File: config.mk
export PLATFORM = sky130hd
export DESIGN_NAME = dryer_mode_controller_core
export DESIGN_NICKNAME = d
export VERILOG_FILES = /design/src/rtl/dmc_pkg.sv /design/src/rtl/dmc_cfg.sv /design/src/rtl/dmc_prep.sv /design/src/rtl/dmc_ctrl.sv /design/src/rtl/dryer_mode_controller_core.sv
export VERILOG_INCLUDE_DIRS = /design/src /design/src/rtl
export SDC_FILE = /design/constraint.sdc
export NUM_CORES = 1
export LEC_CHECK = 0
export ABC_AREA = 1
export BUFFER_PORTS_ARGS = -buffer_cell sky130_fd_sc_hd__buf_2
export CAP_MARGIN = 5
export CORE_MARGIN = 2
export CORE_UTILIZATION = 40
export DETAILED_ROUTE_END_ITERATION = 6
export SLEW_MARGIN = 40
export SYNTH_ARGS = -nofsm -noshare
export SYNTH_HDL_FRONTEND = slang
export SYNTH_SLANG_ARGS = --single-unit
File: constraint.sdc
create_clock -name aclk -period 13.3 [get_ports aclk]
set_clock_uncertainty 0.05 [all_clocks]
set_input_delay 2.66 -clock aclk [delete_from_list [all_inputs] [get_ports aclk]]
set_output_delay 2.66 -clock aclk [all_outputs]
set_load 0.1 [all_outputs]
File: src/rtl/dryer_mode_controller_core_macros.svh
// ----------------------------------------------------------------------------
// Assertion macros for the dryer mode controller
// Both macros expand to nothing when SYNTHESIS is defined.
// ----------------------------------------------------------------------------
`ifndef DRYER_MODE_CONTROLLER_CORE_MACROS_SVH
`define DRYER_MODE_CONTROLLER_CORE_MACROS_SVH

`ifndef SYNTHESIS
// same-cycle implication
`define DMC_ASSERT_IMP(label, clk, rst_n, ante, cons) \
    label: assert property (@(posedge clk) disable iff (!(rst_n)) (ante) |-> (cons)) \
        else $error("dmc assertion failed");
// next-cycle implication
`define DMC_ASSERT_NEXT(label, clk, rst_n, ante, cons) \
    label: assert property (@(posedge clk) disable iff (!(rst_n)) (ante) |=> (cons)) \
        else $error("dmc assertion failed");
`else
`define DMC_ASSERT_IMP(label, clk, rst_n, ante, cons)
`define DMC_ASSERT_NEXT(label, clk, rst_n, ante, cons)
`endif

`endif

File: src/rtl/dmc_pkg.sv
`timescale 1ns / 1ps
// ----------------------------------------------------------------------------
// dmc_pkg
// Types, codes and constants shared by the dryer mode controller modules.
// ----------------------------------------------------------------------------
package dmc_pkg;

    localparam int HUM_W      = 14;
    localparam int SUM_W      = 16;
    localparam int TEMP_W     = 17;
    localparam int LIMIT_W    = 16;
    localparam int ABS_W      = 16;
    localparam int CMD_W      = 15;
    localparam int SP_W       = 15;
    localparam int TICKS_W    = 24;
    localparam int CFG_ADDR_W = 5;
    localparam int CFG_DATA_W = 32;
    localparam int S_DATA_W   = 128;
    localparam int S_USER_W   = 3;
    localparam int M_DATA_W   = 56;

    localparam logic [TICKS_W-1:0] TICKS_MAX = '1;

    // floor(x/3) == (x * 43691) >> 17 for every x below 2^17
    localparam logic [15:0] RECIP3       = 16'd43691;
    localparam int          RECIP3_SHIFT = 17;

    typedef enum logic [2:0] {
        MODE_IDLE      = 3'd0,
        MODE_TUNING    = 3'd1,
        MODE_DRYING    = 3'd2,
        MODE_VENTING   = 3'd3,
        MODE_EMERGENCY = 3'd4,
        MODE_MANUAL    = 3'd5,
        MODE_SHOWCASE  = 3'd6
    } mode_t;

    typedef enum logic [2:0] {
        REQ_TICK      = 3'd0,
        REQ_SET_MODE  = 3'd1,
        REQ_SETPOINT  = 3'd2,
        REQ_FAN       = 3'd3,
        REQ_VENTS     = 3'd4,
        REQ_TUNE_DONE = 3'd5
    } req_t;

    localparam logic [2:0] REG_TARGET_TEMP = 3'd0;
    localparam logic [2:0] REG_MAX_FIL     = 3'd1;
    localparam logic [2:0] REG_TARGET_HUM  = 3'd2;
    localparam logic [2:0] REG_VENT_INTVL  = 3'd3;
    localparam logic [2:0] REG_SHOWCASE    = 3'd4;

    localparam logic [13:0] RST_TARGET_TEMP = 14'd5000;
    localparam logic [15:0] RST_MAX_FIL     = 16'd7000;
    localparam logic [13:0] RST_TARGET_HUM  = 14'd2000;
    localparam logic [23:0] RST_VENT_INTVL  = 24'd30000;

    typedef struct packed {
        logic [13:0]        target_chamber_temp;
        logic [LIMIT_W-1:0] max_filament_temp;
        logic [13:0]        target_rel_hum;
        logic [TICKS_W-1:0] vent_interval;
        logic               showcase_enable;
    } cfg_t;

    // one accepted transaction, with the humidity sum and filament max precomputed
    typedef struct packed {
        logic [2:0]              req;
        logic [SUM_W-1:0]        hum_sum;
        logic signed [TEMP_W-1:0] fil_max;
        logic [ABS_W-1:0]        int_abs;
        logic [ABS_W-1:0]        ext_abs;
        logic [CMD_W-1:0]        cmd_value;
    } item_t;

    typedef struct packed {
        mode_t                    mode;
        logic [SP_W-1:0]          heater_setpoint;
        logic                     fan_on;
        logic                     vents_open;
        logic                     tune_request;
        logic [HUM_W-1:0]         avg_chamber_hum;
        logic signed [TEMP_W-1:0] max_filament;
    } res_t;

endpackage

File: src/rtl/dmc_cfg.sv
`timescale 1ns / 1ps
// ----------------------------------------------------------------------------
// dmc_cfg
// APB register file holding the controller settings.
// ----------------------------------------------------------------------------
module dmc_cfg (
    input  logic                            aclk,
    input  logic                            aresetn,
    input  logic                            psel,
    input  logic                            penable,
    input  logic                            pwrite,
    input  logic [dmc_pkg::CFG_ADDR_W-1:0]  paddr,
    input  logic [dmc_pkg::CFG_DATA_W-1:0]  pwdata,
    output logic [dmc_pkg::CFG_DATA_W-1:0]  prdata,
    output dmc_pkg::cfg_t                   cfg
);

    dmc_pkg::cfg_t cfg_reg;
    logic          wr_en;
    logic [2:0]    reg_idx;

    assign wr_en   = psel && penable && pwrite;
    assign reg_idx = paddr[4:2];
    assign cfg     = cfg_reg;

    always_ff @(posedge aclk) begin
        if (!aresetn) begin
            cfg_reg.target_chamber_temp <= dmc_pkg::RST_TARGET_TEMP;
            cfg_reg.max_filament_temp   <= dmc_pkg::RST_MAX_FIL;
            cfg_reg.target_rel_hum      <= dmc_pkg::RST_TARGET_HUM;
            cfg_reg.vent_interval       <= dmc_pkg::RST_VENT_INTVL;
            cfg_reg.showcase_enable     <= 1'b0;
        end else if (wr_en) begin
            unique case (reg_idx)
                dmc_pkg::REG_TARGET_TEMP: cfg_reg.target_chamber_temp <= pwdata[13:0];
                dmc_pkg::REG_MAX_FIL:     cfg_reg.max_filament_temp   <= pwdata[15:0];
                dmc_pkg::REG_TARGET_HUM:  cfg_reg.target_rel_hum      <= pwdata[13:0];
                dmc_pkg::REG_VENT_INTVL:  cfg_reg.vent_interval       <= pwdata[23:0];
                dmc_pkg::REG_SHOWCASE:    cfg_reg.showcase_enable     <= pwdata[0];
                default: ;
            endcase
        end
    end

    always_comb begin
        unique case (reg_idx)
            dmc_pkg::REG_TARGET_TEMP: prdata = {18'd0, cfg_reg.target_chamber_temp};
            dmc_pkg::REG_MAX_FIL:     prdata = {16'd0, cfg_reg.max_filament_temp};
            dmc_pkg::REG_TARGET_HUM:  prdata = {18'd0, cfg_reg.target_rel_hum};
            dmc_pkg::REG_VENT_INTVL:  prdata = {8'd0, cfg_reg.vent_interval};
            dmc_pkg::REG_SHOWCASE:    prdata = {31'd0, cfg_reg.showcase_enable};
            default:                  prdata = '0;
        endcase
    end

endmodule

File: src/rtl/dmc_prep.sv
`timescale 1ns / 1ps
// ----------------------------------------------------------------------------
// dmc_prep
// Input register: unpacks a transaction and forms humidity sum and filament max.
// ----------------------------------------------------------------------------
module dmc_prep (
    input  logic                          aclk,
    input  logic                          aresetn,
    input  logic                          s_tvalid,
    output logic                          s_tready,
    input  logic [dmc_pkg::S_DATA_W-1:0]  s_tdata,
    input  logic [dmc_pkg::S_USER_W-1:0]  s_tuser,
    input  logic                          take,
    output logic                          item_valid,
    output dmc_pkg::item_t                item
);

    logic                               in_valid_reg;
    logic                               in_valid_next;
    dmc_pkg::item_t                     item_reg;
    dmc_pkg::item_t                     item_next;
    logic [dmc_pkg::HUM_W-1:0]          hum_a;
    logic [dmc_pkg::HUM_W-1:0]          hum_b;
    logic [dmc_pkg::HUM_W-1:0]          hum_c;
    logic signed [dmc_pkg::TEMP_W-1:0]  fil_a;
    logic signed [dmc_pkg::TEMP_W-1:0]  fil_b;
    logic                               accept;

    assign s_tready   = !in_valid_reg || take;
    assign accept     = s_tvalid && s_tready;
    assign item_valid = in_valid_reg;
    assign item       = item_reg;

    assign hum_a = s_tdata[13:0];
    assign hum_b = s_tdata[27:14];
    assign hum_c = s_tdata[41:28];
    assign fil_a = s_tdata[58:42];
    assign fil_b = s_tdata[75:59];

    always_comb begin
        item_next.req       = s_tuser;
        item_next.hum_sum   = {2'b00, hum_a} + {2'b00, hum_b} + {2'b00, hum_c};
        item_next.fil_max   = (fil_a > fil_b) ? fil_a : fil_b;
        item_next.int_abs   = s_tdata[91:76];
        item_next.ext_abs   = s_tdata[107:92];
        item_next.cmd_value = s_tdata[122:108];
    end

    always_comb begin
        if (accept) begin
            in_valid_next = 1'b1;
        end else if (take) begin
            in_valid_next = 1'b0;
        end else begin
            in_valid_next = in_valid_reg;
        end
    end

    always_ff @(posedge aclk) begin
        if (!aresetn) begin
            in_valid_reg <= 1'b0;
        end else begin
            in_valid_reg <= in_valid_next;
        end
    end

    always_ff @(posedge aclk) begin
        if (accept) begin
            item_reg <= item_next;
        end
    end

endmodule

File: src/rtl/dmc_ctrl.sv
`timescale 1ns / 1ps
// ----------------------------------------------------------------------------
// dmc_ctrl
// Mode machine, actuator state and result register.
// ----------------------------------------------------------------------------
`include "dryer_mode_controller_core_macros.svh"

module dmc_ctrl (
    input  logic            aclk,
    input  logic            aresetn,
    input  dmc_pkg::cfg_t   cfg,
    input  logic            item_valid,
    input  dmc_pkg::item_t  item,
    output logic            take,
    output logic            m_tvalid,
    input  logic            m_tready,
    output dmc_pkg::res_t   res
);

    dmc_pkg::mode_t                     cur_mode_reg,  cur_mode_next;
    dmc_pkg::mode_t                     prev_mode_reg, prev_mode_next;
    logic [dmc_pkg::TICKS_W-1:0]        vent_ticks_reg, vent_ticks_next;
    logic [dmc_pkg::SP_W-1:0]           setpoint_reg, setpoint_next;
    logic                               fan_reg, fan_next;
    logic                               vents_reg, vents_next;
    logic                               tune_done_reg, tune_done_next;
    logic [dmc_pkg::HUM_W-1:0]          avg_hum_reg, avg_hum_next;
    logic signed [dmc_pkg::TEMP_W-1:0]  max_fil_reg, max_fil_next;
    logic                               out_valid_reg, out_valid_next;
    dmc_pkg::res_t                      res_reg, res_next;

    logic                               pulse;
    logic                               entering;
    logic                               too_hot;
    logic                               hum_high;
    logic                               vent_done;
    logic [dmc_pkg::SUM_W-1:0]          goal3;
    logic [31:0]                        quot_prod;
    logic [dmc_pkg::TICKS_W-1:0]        ticks_inc;
    logic [dmc_pkg::SP_W-1:0]           sp_target;
    dmc_pkg::mode_t                     rest_idle;
    dmc_pkg::mode_t                     rest_drying;

    assign take     = item_valid && (!out_valid_reg || m_tready);
    assign m_tvalid = out_valid_reg;
    assign res      = res_reg;

    assign goal3     = {1'b0, cfg.target_rel_hum, 1'b0} + {2'b00, cfg.target_rel_hum};
    assign hum_high  = item.hum_sum > goal3;
    assign too_hot   = $signed({item.fil_max[dmc_pkg::TEMP_W-1], item.fil_max})
                       > $signed({2'b00, cfg.max_filament_temp});
    assign quot_prod = 32'(item.hum_sum) * 32'(dmc_pkg::RECIP3);
    assign ticks_inc = (vent_ticks_reg == dmc_pkg::TICKS_MAX) ? vent_ticks_reg
                       : vent_ticks_reg + 1'b1;
    assign vent_done = ticks_inc >= cfg.vent_interval;
    assign entering  = prev_mode_reg != cur_mode_reg;
    assign sp_target = {1'b0, cfg.target_chamber_temp};
    assign rest_idle   = cfg.showcase_enable ? dmc_pkg::MODE_SHOWCASE : dmc_pkg::MODE_IDLE;
    assign rest_drying = cfg.showcase_enable ? dmc_pkg::MODE_SHOWCASE : dmc_pkg::MODE_DRYING;

    always_comb begin
        cur_mode_next   = cur_mode_reg;
        prev_mode_next  = prev_mode_reg;
        vent_ticks_next = vent_ticks_reg;
        setpoint_next   = setpoint_reg;
        fan_next        = fan_reg;
        vents_next      = vents_reg;
        tune_done_next  = tune_done_reg;
        avg_hum_next    = avg_hum_reg;
        max_fil_next    = max_fil_reg;
        pulse           = 1'b0;

        unique case (item.req)
            dmc_pkg::REQ_TICK: begin
                avg_hum_next    = quot_prod[dmc_pkg::RECIP3_SHIFT +: dmc_pkg::HUM_W];
                max_fil_next    = item.fil_max;
                vent_ticks_next = ticks_inc;
                prev_mode_next  = cur_mode_reg;
                unique case (cur_mode_reg)
                    dmc_pkg::MODE_IDLE, dmc_pkg::MODE_SHOWCASE: begin
                        setpoint_next = '0;
                        fan_next      = 1'b0;
                        vents_next    = 1'b0;
                        if (hum_high) begin
                            cur_mode_next = dmc_pkg::MODE_DRYING;
                        end
                    end
                    dmc_pkg::MODE_TUNING: begin
                        if (entering) begin
                            setpoint_next = sp_target;
                            pulse         = 1'b1;
                        end
                        if (tune_done_reg) begin
                            tune_done_next = 1'b0;
                            cur_mode_next  = rest_idle;
                        end
                    end
                    dmc_pkg::MODE_DRYING: begin
                        if (too_hot) begin
                            cur_mode_next = dmc_pkg::MODE_EMERGENCY;
                        end else begin
                            setpoint_next = sp_target;
                            fan_next      = 1'b1;
                            if (item.int_abs > item.ext_abs) begin
                                cur_mode_next = dmc_pkg::MODE_VENTING;
                            end else if (!hum_high) begin
                                cur_mode_next = rest_idle;
                            end
                        end
                    end
                    dmc_pkg::MODE_VENTING: begin
                        setpoint_next = '0;
                        fan_next      = !vent_done;
                        vents_next    = !vent_done;
                        if (vent_done) begin
                            cur_mode_next   = dmc_pkg::MODE_DRYING;
                            vent_ticks_next = '0;
                        end
                    end
                    dmc_pkg::MODE_EMERGENCY: begin
                        setpoint_next = '0;
                        fan_next      = too_hot;
                        vents_next    = too_hot;
                        if (!too_hot) begin
                            cur_mode_next = rest_drying;
                        end
                    end
                    dmc_pkg::MODE_MANUAL: ;
                    default: begin
                        prev_mode_next = dmc_pkg::MODE_IDLE;
                        cur_mode_next  = dmc_pkg::MODE_IDLE;
                    end
                endcase
            end
            dmc_pkg::REQ_SET_MODE: begin
                if (item.cmd_value <= dmc_pkg::CMD_W'(dmc_pkg::MODE_SHOWCASE)) begin
                    cur_mode_next = dmc_pkg::mode_t'(item.cmd_value[2:0]);
                end
            end
            dmc_pkg::REQ_SETPOINT: begin
                cur_mode_next = dmc_pkg::MODE_MANUAL;
                setpoint_next = item.cmd_value;
            end
            dmc_pkg::REQ_FAN: begin
                cur_mode_next = dmc_pkg::MODE_MANUAL;
                fan_next      = |item.cmd_value;
            end
            dmc_pkg::REQ_VENTS: begin
                cur_mode_next = dmc_pkg::MODE_MANUAL;
                vents_next    = |item.cmd_value;
            end
            dmc_pkg::REQ_TUNE_DONE: begin
                tune_done_next = 1'b1;
            end
            default: ;
        endcase
    end

    always_comb begin
        res_next.mode            = cur_mode_next;
        res_next.heater_setpoint = setpoint_next;
        res_next.fan_on          = fan_next;
        res_next.vents_open      = vents_next;
        res_next.tune_request    = pulse;
        res_next.avg_chamber_hum = avg_hum_next;
        res_next.max_filament    = max_fil_next;
        if (take) begin
            out_valid_next = 1'b1;
        end else if (m_tready) begin
            out_valid_next = 1'b0;
        end else begin
            out_valid_next = out_valid_reg;
        end
    end

    always_ff @(posedge aclk) begin
        if (!aresetn) begin
            cur_mode_reg   <= dmc_pkg::MODE_IDLE;
            prev_mode_reg  <= dmc_pkg::MODE_IDLE;
            vent_ticks_reg <= '0;
            setpoint_reg   <= '0;
            fan_reg        <= 1'b0;
            vents_reg      <= 1'b0;
            tune_done_reg  <= 1'b0;
            avg_hum_reg    <= '0;
            max_fil_reg    <= '0;
            out_valid_reg  <= 1'b0;
        end else begin
            out_valid_reg <= out_valid_next;
            if (take) begin
                cur_mode_reg   <= cur_mode_next;
                prev_mode_reg  <= prev_mode_next;
                vent_ticks_reg <= vent_ticks_next;
                setpoint_reg   <= setpoint_next;
                fan_reg        <= fan_next;
                vents_reg      <= vents_next;
                tune_done_reg  <= tune_done_next;
                avg_hum_reg    <= avg_hum_next;
                max_fil_reg    <= max_fil_next;
            end
        end
    end

    always_ff @(posedge aclk) begin
        if (take) begin
            res_reg <= res_next;
        end
    end

    // venting that hands back to drying restarts the tick count
    `DMC_ASSERT_NEXT(a_vent_clear, aclk, aresetn, take && item.req == dmc_pkg::REQ_TICK && cur_mode_reg == dmc_pkg::MODE_VENTING && cur_mode_next == dmc_pkg::MODE_DRYING, vent_ticks_reg == '0)
    // commands never touch the tuning-entry history
    `DMC_ASSERT_NEXT(a_cmd_prev, aclk, aresetn, take && item.req != dmc_pkg::REQ_TICK, $stable(prev_mode_reg))
    // a tune request goes out with the drying setpoint applied
    `DMC_ASSERT_NEXT(a_tune_sp, aclk, aresetn, take && pulse, res_reg.heater_setpoint == $past(sp_target))
    // the result register reflects the stored actuator state
    `DMC_ASSERT_IMP(a_res_state, aclk, aresetn, out_valid_reg, res_reg.mode == cur_mode_reg && res_reg.fan_on == fan_reg && res_reg.vents_open == vents_reg)

endmodule

File: src/rtl/dryer_mode_controller_core.sv
`timescale 1ns / 1ps
// ----------------------------------------------------------------------------
// dryer_mode_controller_core
// Mode controller of a drying chamber: stream in ticks/commands, stream out state.
// ----------------------------------------------------------------------------
// An accepted transaction passes the input register, then the result register.
// Throughput: 1 transaction per cycle while m_tready is high; input and result
//   registers decouple the sides, state updates in one pass of compare logic.
// Reset: aresetn synchronous, active low; mode idle, actuators off, counters
//   zero, settings at their defaults, both channels empty.
module dryer_mode_controller_core (
    input  logic                            aclk,
    input  logic                            aresetn,
    // humidity a, b, c (14 each), filament temp a, b (17 each, signed),
    // interior abs hum (16), exterior abs hum (16), cmd_value (15), zero pad
    input  logic [dmc_pkg::S_DATA_W-1:0]    s_tdata,
    // req_type (3)
    input  logic [dmc_pkg::S_USER_W-1:0]    s_tuser,
    input  logic                            s_tvalid,
    output logic                            s_tready,
    // mode (3), heater_setpoint (15), fan_on, vents_open, tune_request,
    // avg_chamber_hum (14), max_filament (17, signed), zero pad
    output logic [dmc_pkg::M_DATA_W-1:0]    m_tdata,
    output logic                            m_tvalid,
    input  logic                            m_tready,
    input  logic                            psel,
    input  logic                            penable,
    input  logic                            pwrite,
    input  logic [dmc_pkg::CFG_ADDR_W-1:0]  paddr,
    input  logic [dmc_pkg::CFG_DATA_W-1:0]  pwdata,
    output logic [dmc_pkg::CFG_DATA_W-1:0]  prdata,
    output logic                            pready
);

    dmc_pkg::cfg_t  cfg;
    dmc_pkg::item_t item;
    dmc_pkg::res_t  res;
    logic           item_valid;
    logic           take;

    assign pready = 1'b1;

    dmc_cfg u_cfg (
        .aclk    (aclk),
        .aresetn (aresetn),
        .psel    (psel),
        .penable (penable),
        .pwrite  (pwrite),
        .paddr   (paddr),
        .pwdata  (pwdata),
        .prdata  (prdata),
        .cfg     (cfg)
    );

    dmc_prep u_prep (
        .aclk       (aclk),
        .aresetn    (aresetn),
        .s_tvalid   (s_tvalid),
        .s_tready   (s_tready),
        .s_tdata    (s_tdata),
        .s_tuser    (s_tuser),
        .take       (take),
        .item_valid (item_valid),
        .item       (item)
    );

    dmc_ctrl u_ctrl (
        .aclk       (aclk),
        .aresetn    (aresetn),
        .cfg        (cfg),
        .item_valid (item_valid),
        .item       (item),
        .take       (take),
        .m_tvalid   (m_tvalid),
        .m_tready   (m_tready),
        .res        (res)
    );

    assign m_tdata = {4'd0, res.max_filament, res.avg_chamber_hum, res.tune_request,
                      res.vents_open, res.fan_on, res.heater_setpoint, res.mode};

endmodule

# Yosys cells after proc, flatten, opt, wreduce, memory -nomap -nowiden
# Index checks and enable logic that the tools add are counted.
# classes
addsub	4
multipliers	1
n_lt_le_gt_ge	6
eq_ne	18
mux	36
reduce_logical	28
# ops
cell	n
one-hot mux 24 bit (5 select lines)	1
two-way mux 24 bit	3
one-hot mux 15 bit (3 select lines)	1
greater-than comparator 17 bit	2
two-way mux 17 bit	2
two-way mux 3 bit	11
greater-than comparator 16 bit	2
multiplier 16 x 16 -> 31 bit, second input constant	1
two-way mux 15 bit	2
one-hot mux 15 bit (2 select lines)	1
adder 24 x 1 -> 24 bit, second input constant	1
== test 24 bit, second input constant	1
>= comparator 24 bit	1
== test 3 x 2 -> 1 bit, second input constant	6
== test 3 bit, second input constant	6
one-hot mux 3 bit (6 select lines)	1
adder 15 x 14 -> 16 bit	1
adder 16 x 14 -> 16 bit	1
adder 14 x 14 -> 15 bit	1
less-or-equal comparator 15 x 3 -> 1 bit, second input constant	1
OR reduction 15 bit	1
two-way mux 14 bit	1
AND reduction 2 bit	7
== test 3 x 1 -> 1 bit, second input constant	3
17 further kinds	35
# word_totals
ff_bits	285
in_bits	175
output_inout_bits	91
elab_cells	122

# Logic depth before layout (Yosys ltp)
# Gate-level depths: netlist of run 1.
# depth
word_depth	7
depth_mapped	27

# Modules after synthesis
# From an unflattened synthesis of run 1, not the netlist that was laid out.
# unflattened
cells_unflattened	2789
hier_area_um2	21873.5
# modules_own_cells
mod	n_inst	cells_each	area_each_um2	seq_area_each_um2
dmc_ctrl	1	1879	14147.3	3163.0
dmc_prep	1	362	4340.4	2512.4
dmc_cfg	1	541	3340.7	1381.3
dryer_mode_controller_core	1	7	45.0	0.0

# Least setup slack after synthesis of run 1
# No wires, ideal clock.
# synth_timing
path_type	input -> output
start	input paddr[3] (netlist bit)
end	output prdata[10] (netlist bit)
t_arrival_ns	4.821
path_slack_ns	5.769
path_stages	4
path_buffers	1
cell_sequence	nor3_1 inv_1 buf_1 o2111ai_1
# synth_between
elab_chain_cells	2
# synth_lines
element	line	text
from (decl)	dryer_mode_controller_core.sv:29	input logic [dmc_pkg::CFG_ADDR_W-1:0] paddr,
== test 3 bit, or another cell as far along	dmc_cfg.sv:46	unique case (reg_idx)
one-hot mux 24 bit (5 select lines) (*)	dmc_cfg.sv:46	
to (decl)	dryer_mode_controller_core.sv:31	output logic [dmc_pkg::CFG_DATA_W-1:0] prdata,
# Every way passes the cells marked *; elsewhere a longest branch is shown, timed or not.

# Worst setup path after layout of run 1
# layout_timing
start	input paddr[4] (netlist bit)
end	output prdata[12] (netlist bit)
# The elaborated chain is that of the path after synthesis.

==> results of run 1 <==
-- per-layer routing --
metal,GRT usage,up-vias
met5,0,-
met4,0.0651,2
met3,0.0332,99
met2,0.349,487
met1,0.283,8335
li1,-,8926
-- worst max-delay path, cell delays in order --
cell,delay [ns]
buf_2,0.14
nor3_1,0.32
inv_1,0.35
o2111ai_1,0.59
buf_2,0.53
-- layout make-up --
class	count	area (sq um)	area share
multi-input combinational	1790	12100	0.504
tap	688	861	0.0359
timing repair buffer	249	1300	0.0541
inverter	426	1600	0.0668
clock inverter	11	85.1	0.00355
sequential	285	7060	0.294
antenna	1	2.50	0.000104
clock buffer	51	976	0.0407
-- per-stage QoR --
stage | instances | worst slack (ns)
detailed placement | 3438 | 6.11
floorplan | 2583 | 5.77
CTS | 3500 | 6.10
global placement | 3437 | 6.13
global route | 3500 | 5.96
finish | 3501 | 6.00
-- cells in the mapped netlist, types with 4 or more instances --
| cell type | n |
|---|---|
| buf_2 | 16 |
| o21ai_0 | 146 |
| o211ai_1 | 29 |
| a31oi_1 | 12 |
| clkbuf_1 | 40 |
| o22ai_1 | 5 |
| nor3_1 | 21 |
| inv_1 | 411 |
| nor3_2 | 4 |
| nand3_1 | 93 |
| o21bai_1 | 5 |
| ha_1 | 256 |
| dfxtp_1 | 150 |
| a21o_1 | 10 |
| a211oi_1 | 5 |
| nor2_1 | 152 |
| xor2_1 | 41 |
| o21ai_1 | 33 |
| nand4_1 | 36 |
| fa_1 | 84 |
| nor2_4 | 6 |
| xnor2_1 | 24 |
| nor4_1 | 6 |
| o2111ai_1 | 13 |
| inv_2 | 14 |
| buf_1 | 8 |
| nor2_2 | 6 |
| nand2_1 | 518 |
| edfxtp_1 | 135 |
| buf_4 | 17 |
| nand3_2 | 5 |
| nand3b_1 | 11 |
| o21a_1 | 5 |
| a21oi_1 | 215 |
-- logic make-up after synthesis --
logic type | after synthesis
compound gates | 496
xor+xnor | 66
fa+ha+maj | 340
buf+inv | 508
flops | 285
other cells | 2
simple gates | 875
-- worst min-delay path by stage --
| stage | startpoint | to | cells after the start | slack [ns] |
|---|---|---|---|---|
| after floorplan | u_ctrl.max_fil_reg[10] | u_ctrl.max_fil_reg[10] | 2 | 0.40 |
| after global placement | u_ctrl.max_fil_reg[3] | u_ctrl.max_fil_reg[3] | 2 | 0.40 |
| after detailed placement | u_ctrl.max_fil_reg[6] | u_ctrl.max_fil_reg[6] | 2 | 0.41 |
| after CTS | u_ctrl.max_fil_reg[6] | u_ctrl.max_fil_reg[6] | 2 | 0.42 |
| after global routing | u_ctrl.max_fil_reg[6] | u_ctrl.max_fil_reg[6] | 2 | 0.43 |
| final | u_ctrl.max_fil_reg[14] | u_ctrl.max_fil_reg[14] | 2 | 0.41 |
==> impl_metrics.py, run 1 <==
metrics = {
    "status": {
        "outcome": "finished, final reports clean",
    },
    "clock_network": {
        "holdBufCountCts": 0,
        "cts_buffers": 35,
        "cts_sinks": 285,
        "root_buffer": "clkbuf_16",
        "cts_setup_buffers": 0,
        "cts_tree": "yes",
        "htree_levels": 2,
        "cts.clk_slew.worst_paths_ns": 0.05,
        "clk_latency_ns": 0.57,
        "cts_resized": 0,
        "cts_max_path_buffers": 3,
    },
    "synthesis": {
        "ys_types": 58,
        "ys_ff_latch": 285,
        "ys_seq_area_frac": 0.335,
        "ys_warn_count": 0,
        "synth_edf_count": 135,
        "yosysTopAreaCellShare": 0.192,
        "synth-simple-area-share": 0.181,
        "synth_cells": 2572,
        "synth_top_family_by_area": "adder cells",
        "avgSynthCellArea_sq_um": 8.20,
        "synth-adder-area-share": 0.232,
        "muxShareOfSynthArea": 0,
        "syn_area_sq_mm": 0.0211,
        "synth_compound_area_frac": 0.130,
        "ys.flop_type": "dfxtp_1",
        "synth_top_cell_by_area": "edfxtp_1",
        "synthXorXnorAreaFrac": 0.0278,
        "synth.area.top_cells": "edfxtp_1, ha_1, dfxtp_1",
        "async_reset_ff_frac": 0,
    },
    "cells_and_area": {
        "drive_gt1_frac": 0.127,
        "fin_util": 0.458,
        "final_cell_area_sq_mm": 0.0240,
        "fin_nets": 3302,
        "largest_register_ffs": 83,
        "final_cell_mix": "nand2_1, inv_1, ha_1",
        "fillers": 5188,
        "mostFrequentLayoutCell": "nand2_1",
        "area_growth_pct": 13.6,
    },
    "global_routing": {
        "grt_pass1_vias": 17300,
        "grt_pass1_wl_microns": 90400,
        "track_usage": 0.211,
        "grt_max_degree": 93,
        "overflow": 0,
        "antenna_found_initial": 4,
    },
    "worst_setup_path": {
        "startpoint_type": "input port",
        "critPathKind": "input port to primary output",
        "required_ns": 10.59,
        "crit_start": "paddr[4]",
        "critPathMaxFanout": 15,
        "end_kind": "primary output",
        "reg2reg_to": "u_ctrl.res[28]",
        "r2r_start": "u_prep.item[67]",
        "cp_data_arrival_time_ns": 4.59,
        "cp-endpoint": "prdata[12]",
        "reg2reg_setup_slack_ns": 7.34,
        "rr_worst_depth": 20,
    },
    "sta": {
        "fin_crit_ns": 7.30,
        "slew_violations": 0,
        "max_freq_ghz": 0.137,
        "rsz0062_at_grt": "false",
        "layout_worst_path_cycle_share": 0.549,
        "fin_hold_ws_ns": 0.414,
        "finalSetupViolCount": 0,
        "relSlewSlack": 0.473,
        "hold_viol": 0,
        "tightest_slew_ns": 0.790,
        "tns_ns": 0,
    },
    "place": {
        "gp_congestion": 0.903,
        "port_buffers": 237,
        "dp_hpwl_microns": 45600,
        "placed_area_sq_mm": 0.0229,
    },
    "die": {
        "coreArea_sq_mm": 0.0523,
        "die_area_sq_mm": 0.0546,
        "die_w_microns": 234,
        "die_h_microns": 234,
        "initial_core_util": 0.403,
        "std_cell_rows": 84,
        "io_pins": 266,
    },
    "routing": {
        "dr.pass1.iters": 5,
        "first_iter_violations": 1079,
        "drcViolationCount": 0,
        "post_drt_wl_per_cell_microns": 16.5,
        "met3_length_microns": 3750,
        "ant_nets": 0,
        "wl_microns": 57700,
        "highest_layer": "met5",
        "vias": 17800,
        "viasPerCell": 5.10,
        "wl_met1_microns": 25900,
        "routed-wl-met2_microns": 26500,
    },
    "min_path": {
        "hold_class": "flop to flop",
    },
    "flow_run": {
        "cap_violations": 0,
    },
}
Power of run 1 is left out: the tool's default activity adds up to more than one toggle a clock period on the data nets, which glitch-free logic cannot reach.
==> run 2: changes to the inputs <==
clock period = 7.3 ns   (was 13.3 ns; I/O delays follow)
==> impl_metrics.py, run 2 (synthesized netlist as in run 1, its figures left out) <==
metrics = {
    "status": {
        "outcome": "finished, final reports clean",
    },
    "cells_and_area": {
        "multiInputGateArea_sq_mm": 0.0121,
        "fin_util": 0.458,
        "fin_nets": 3299,
        "final_cell_mix": "nand2_1, inv_1, ha_1",
        "largest_register_ffs": 83,
        "drive_gt1_frac": 0.126,
        "seq_area_sq_mm": 0.00706,
        "mostFrequentLayoutCell": "nand2_1",
        "area_growth_pct": 13.6,
        "fillers": 5221,
    },
    "sta": {
        "relSlewSlack": 0.470,
        "max_freq_ghz": 0.173,
        "tns_ns": 0,
        "finalSetupViolCount": 0,
        "setup_ws_ns": 1.51,
        "fin_crit_ns": 5.79,
        "tightest_slew_ns": 0.791,
        "slew_violations": 0,
        "layout_worst_path_cycle_share": 0.793,
        "rsz0062_at_grt": "false",
        "hold_viol": 0,
    },
    "routing": {
        "viasPerCell": 5.12,
        "post_drt_wl_per_cell_microns": 16.5,
        "vias": 17900,
        "drcViolationCount": 0,
        "dr.pass1.iters": 6,
        "ant_nets": 0,
        "wl_microns": 57900,
        "first_iter_violations": 1157,
    },
    "die": {
        "std_cell_rows": 84,
        "coreArea_sq_mm": 0.0523,
        "die_h_microns": 234,
        "die_area_sq_mm": 0.0546,
        "die_w_microns": 234,
        "initial_core_util": 0.403,
        "io_pins": 266,
    },
    "worst_setup_path": {
        "critPathKind": "flop to flop",
        "critPathMaxFanout": 6,
        "end_kind": "flop",
        "required_ns": 7.52,
        "startpoint_type": "flop",
        "cp_data_arrival_time_ns": 6.00,
        "rr_worst_depth": 19,
        "reg2reg_setup_slack_ns": 1.51,
        "r2r_start": "u_prep.item[69]",
        "reg2reg_to": "u_ctrl.res[29]",
    },
    "min_path": {
        "hold_class": "flop to flop",
        "min_path_cells": 2,
        "worstHoldEndpoint": "u_ctrl.max_fil_reg[4]",
        "hp-start": "u_ctrl.max_fil_reg[4]",
    },
    "clock_network": {
        "cts_max_path_buffers": 3,
        "clk_latency_ns": 0.55,
        "holdBufCountCts": 0,
        "root_buffer": "clkbuf_16",
        "cts_buffers": 34,
        "htree_levels": 2,
        "cts_sinks": 285,
        "cts_setup_buffers": 0,
        "cts_resized": 0,
        "cts.clk_slew.worst_paths_ns": 0.06,
        "cts_tree": "yes",
    },
    "global_routing": {
        "grt_pass1_vias": 17300,
        "antenna_found_initial": 4,
        "grt_pass1_wl_microns": 90700,
        "track_usage": 0.212,
        "grt_max_degree": 82,
        "overflow": 0,
    },
    "flow_run": {
        "cap_violations": 0,
    },
    "place": {
        "dp_hpwl_microns": 45600,
        "post-place-ws_ns": 1.50,
        "gp_congestion": 0.904,
        "port_buffers": 237,
    },
}
## run 2: changes by cell type in the layout (fill, tap and decap cells not counted), sizes merged
cell	previous run	this run
clkinv	8	12
clkbuf	51	48
buf	249	247
inv	427	425
bufinv	0	1
clkinvlp	2	1
diode	1	2
## run 2: critical path, stage by stage, from the launching register on
cell      delay [ns]
edfxtp_1        0.54
ha_1            0.39
fa_1            0.52
inv_1           0.07
fa_1            0.48
fa_1            0.55
inv_1           0.06
fa_1            0.54
inv_1           0.06
fa_1            0.54
inv_1           0.05
ha_1            0.37
nand2_1         0.13
nor4_1          0.32
nand2_1         0.11
o211ai_2        0.30
a21oi_1         0.12
xor2_1          0.17
nand2_1         0.06
o21ai_0         0.09
## run 2: how the worst max path moves through the flow
| stage | from | to | slack, ns | cells after the start |
|---|---|---|---|---|
| floorplan | u_prep.item[67] | u_ctrl.res[29] | 2.08 | 19 |
| finish | u_prep.item[69] | u_ctrl.res[29] | 1.51 | 19 |
| global placement | u_prep.item[69] | u_ctrl.res[29] | 1.51 | 19 |
| global route | u_prep.item[67] | u_ctrl.res[28] | 1.08 | 20 |
| CTS | u_prep.item[69] | u_ctrl.res[29] | 1.49 | 19 |
| detailed placement | u_prep.item[69] | u_ctrl.res[29] | 1.50 | 19 |
## run 2: area by class of cell
type                       count  area share
tap                          688      0.0359
clock buffer                  48      0.0409
clock inverter                13     0.00397
inverter                     426      0.0668
timing repair buffer         247      0.0531
multi-input combinational   1790       0.505
antenna                        2    0.000209
sequential                   285       0.294
## run 2: through the flow
stage | std cells | instance area [sq um] | hold WS (ns)
floorplan | 2583 | 21100 | 0.395
global placement | 3436 | 22900 | 0.401
detailed placement | 3436 | 22900 | 0.408
CTS | 3497 | 23900 | 0.414
global route | 3497 | 24000 | 0.441
finish | 3499 | 24000 | 0.415
## run 2: layer usage
metal,share of wire,up-vias,global-route usage
li1,-,8929,-
met1,0.45,8441,0.287
met2,0.47,446,0.351
met3,0.061,91,0.0352
met4,0.023,4,0.0581
met5,0.00047,-,0
Power of run 2 is left out for the same reason.
==> run 3: changes to the inputs <==
clock period = 5.4 ns   (was 7.3 ns; I/O delays follow)
==> impl_metrics.py, run 3 (synthesized netlist as in run 1, its figures left out) <==
metrics = {
    "min_path": {
        "min_path_cells": 2,
        "hold_class": "flop to flop",
        "worstHoldEndpoint": "u_ctrl.max_fil_reg[4]",
        "hp-start": "u_ctrl.max_fil_reg[4]",
    },
    "place": {
        "dp_hpwl_microns": 46700,
        "post-place-ws_ns": -0.148,
        "gp_congestion": 0.910,
        "dp_cells": 3500,
        "port_buffers": 237,
    },
    "worst_setup_path": {
        "rr_worst_depth": 19,
        "required_ns": 5.62,
        "r2r_start": "u_prep.item[67]",
        "critPathSlowestCell": "fa_2",
        "path_cells": "buf_4 -> ha_2 -> inv_2 -> fa_2 -> fa_2 -> fa_1 -> fa_1 -> fa_1 -> inv_1 -> ha_4 -> buf_4 -> nand2_1 -> nand2_1 -> a31oi_1 -> nand4_1 -> buf_4 -> buf_4 -> xnor2_2 -> o21ai_0",
        "critPathMaxFanout": 3,
        "end_kind": "flop",
        "cp_num_cells": 19,
        "reg2reg_to": "u_ctrl.res[20]",
        "critPathMaxStageDelay_ns": 0.58,
        "path_buf_inv": 6,
        "reg2reg_setup_slack_ns": 0.1,
        "cp_data_arrival_time_ns": 5.52,
        "critPathKind": "flop to flop",
        "crit_top_cell": "buf_4",
        "startpoint_type": "flop",
        "crit_family": "adder cells",
    },
    "cells_and_area": {
        "fillers": 5083,
        "final_cells": 3581,
        "final_cell_mix": "nand2_1, inv_1, ha_1",
        "fin_nets": 3380,
        "area_growth_pct": 18.4,
        "largest_register_ffs": 83,
        "drive_gt1_frac": 0.172,
        "mostFrequentLayoutCell": "nand2_1",
    },
    "global_routing": {
        "overflow": 0,
        "antenna_found_initial": 3,
        "grt_pass1_wl_microns": 92300,
        "track_usage": 0.216,
        "grt_max_degree": 80,
        "grt_pass1_vias": 17800,
    },
    "routing": {
        "viasPerCell": 5.06,
        "wl_microns": 58800,
        "post_drt_wl_per_cell_microns": 16.4,
        "dr.pass1.iters": 5,
        "first_iter_violations": 1162,
        "vias": 18100,
        "ant_nets": 0,
        "drcViolationCount": 0,
    },
    "clock_network": {
        "cts.clk_slew.worst_paths_ns": 0.06,
        "clk_latency_ns": 0.55,
        "cts_max_path_buffers": 3,
        "cts_buffers": 35,
        "root_buffer": "clkbuf_16",
        "cts_sinks": 285,
        "htree_levels": 2,
        "cts_tree": "yes",
        "holdBufCountCts": 0,
    },
    "sta": {
        "fin_crit_ns": 5.30,
        "slew_violations": 0,
        "setup_ws_ns": 0.0994,
        "finalSetupViolCount": 0,
        "fin_hold_ws_ns": 0.413,
        "rsz0062_at_grt": "true",
        "max_freq_ghz": 0.189,
        "hold_viol": 0,
        "relSlewSlack": 0.490,
        "layout_worst_path_cycle_share": 0.982,
        "tightest_slew_ns": 0.762,
        "tns_ns": 0,
    },
    "flow_run": {
        "cap_violations": 0,
    },
    "die": {
        "std_cell_rows": 84,
        "io_pins": 266,
        "coreArea_sq_mm": 0.0523,
        "die_area_sq_mm": 0.0546,
        "initial_core_util": 0.403,
        "die_w_microns": 234,
        "die_h_microns": 234,
    },
    "status": {
        "outcome": "finished, final reports clean",
    },
}
run 3: cell count changes in the layout (fill, tap and decap cells not counted), moves of 5 or more:
| cell | previous run | this run |
|---|---|---|
| a21oi_1 | 214 | 204 |
| a21oi_2 | 2 | 12 |
| fa_2 | 0 | 6 |
| ha_1 | 256 | 241 |
| buf_4 | 7 | 88 |
| o21ai_0 | 146 | 141 |
| nand2_2 | 2 | 7 |
| fa_1 | 84 | 78 |
| nand2_1 | 518 | 511 |
| inv_1 | 408 | 402 |
| inv_2 | 15 | 21 |
| ha_4 | 0 | 14 |
run 3: stage by stage:
| step | util | instance area [sq um] |
|---|---|---|
| finish | 0.477 | 25000 |
| CTS | 0.469 | 24600 |
| global route | 0.477 | 25000 |
| global placement | 0.446 | 23300 |
| floorplan | - | 21100 |
| detailed placement | 0.446 | 23300 |
run 3: routing by layer:
| metal | vias up | track usage | part of all wire |
|---|---|---|---|
| li1 | 9079 | - | - |
| met1 | 8497 | 0.292 | 0.46 |
| met2 | 455 | 0.355 | 0.46 |
| met3 | 79 | 0.0386 | 0.063 |
| met4 | 4 | 0.0566 | 0.021 |
| met5 | - | 0 | 0.00046 |
run 3: tightest hold or removal path: stages, from the launching register on:
cell	delay, ns
dfxtp_1	0.30
nand2_1	0.06
a21oi_1	0.05
run 3: what timing repair did:
item / 4_1_cts / 5_1_grt
buffers inserted: 2 / 13
pin swaps: 3 / 43
resized for setup: 8 / 62
setup endpoints to repair: 11 / 26
run 3: layout make-up:
class	count	area, sq um	share of cell area
Timing Repair Buffer	327	1880	0.0752
Clock inverter	13	134	0.00536
Inverter	426	1600	0.0642
Sequential cell	285	7060	0.282
Clock buffer	51	1010	0.0404
Multi-Input combinational cell	1790	12400	0.498
Antenna cell	1	2.50	0.000100
Tap cell	688	861	0.0345
run 3: worst max-delay path by stage:
stage	startpoint	end	slack (ns)
2_1_floorplan	u_prep.item[67]	u_ctrl.res[29]	0.18
3_3_place_gp	u_prep.item[67]	u_ctrl.res[27]	-0.13
3_5_place_dp	u_prep.item[67]	u_ctrl.res[27]	-0.15
4_1_cts	u_prep.item[67]	u_ctrl.res[30]	0.008
5_1_grt	u_prep.item[67]	u_ctrl.res[28]	-0.09
6_report	u_prep.item[67]	u_ctrl.res[20]	0.1
Power of run 3 is left out for the same reason.
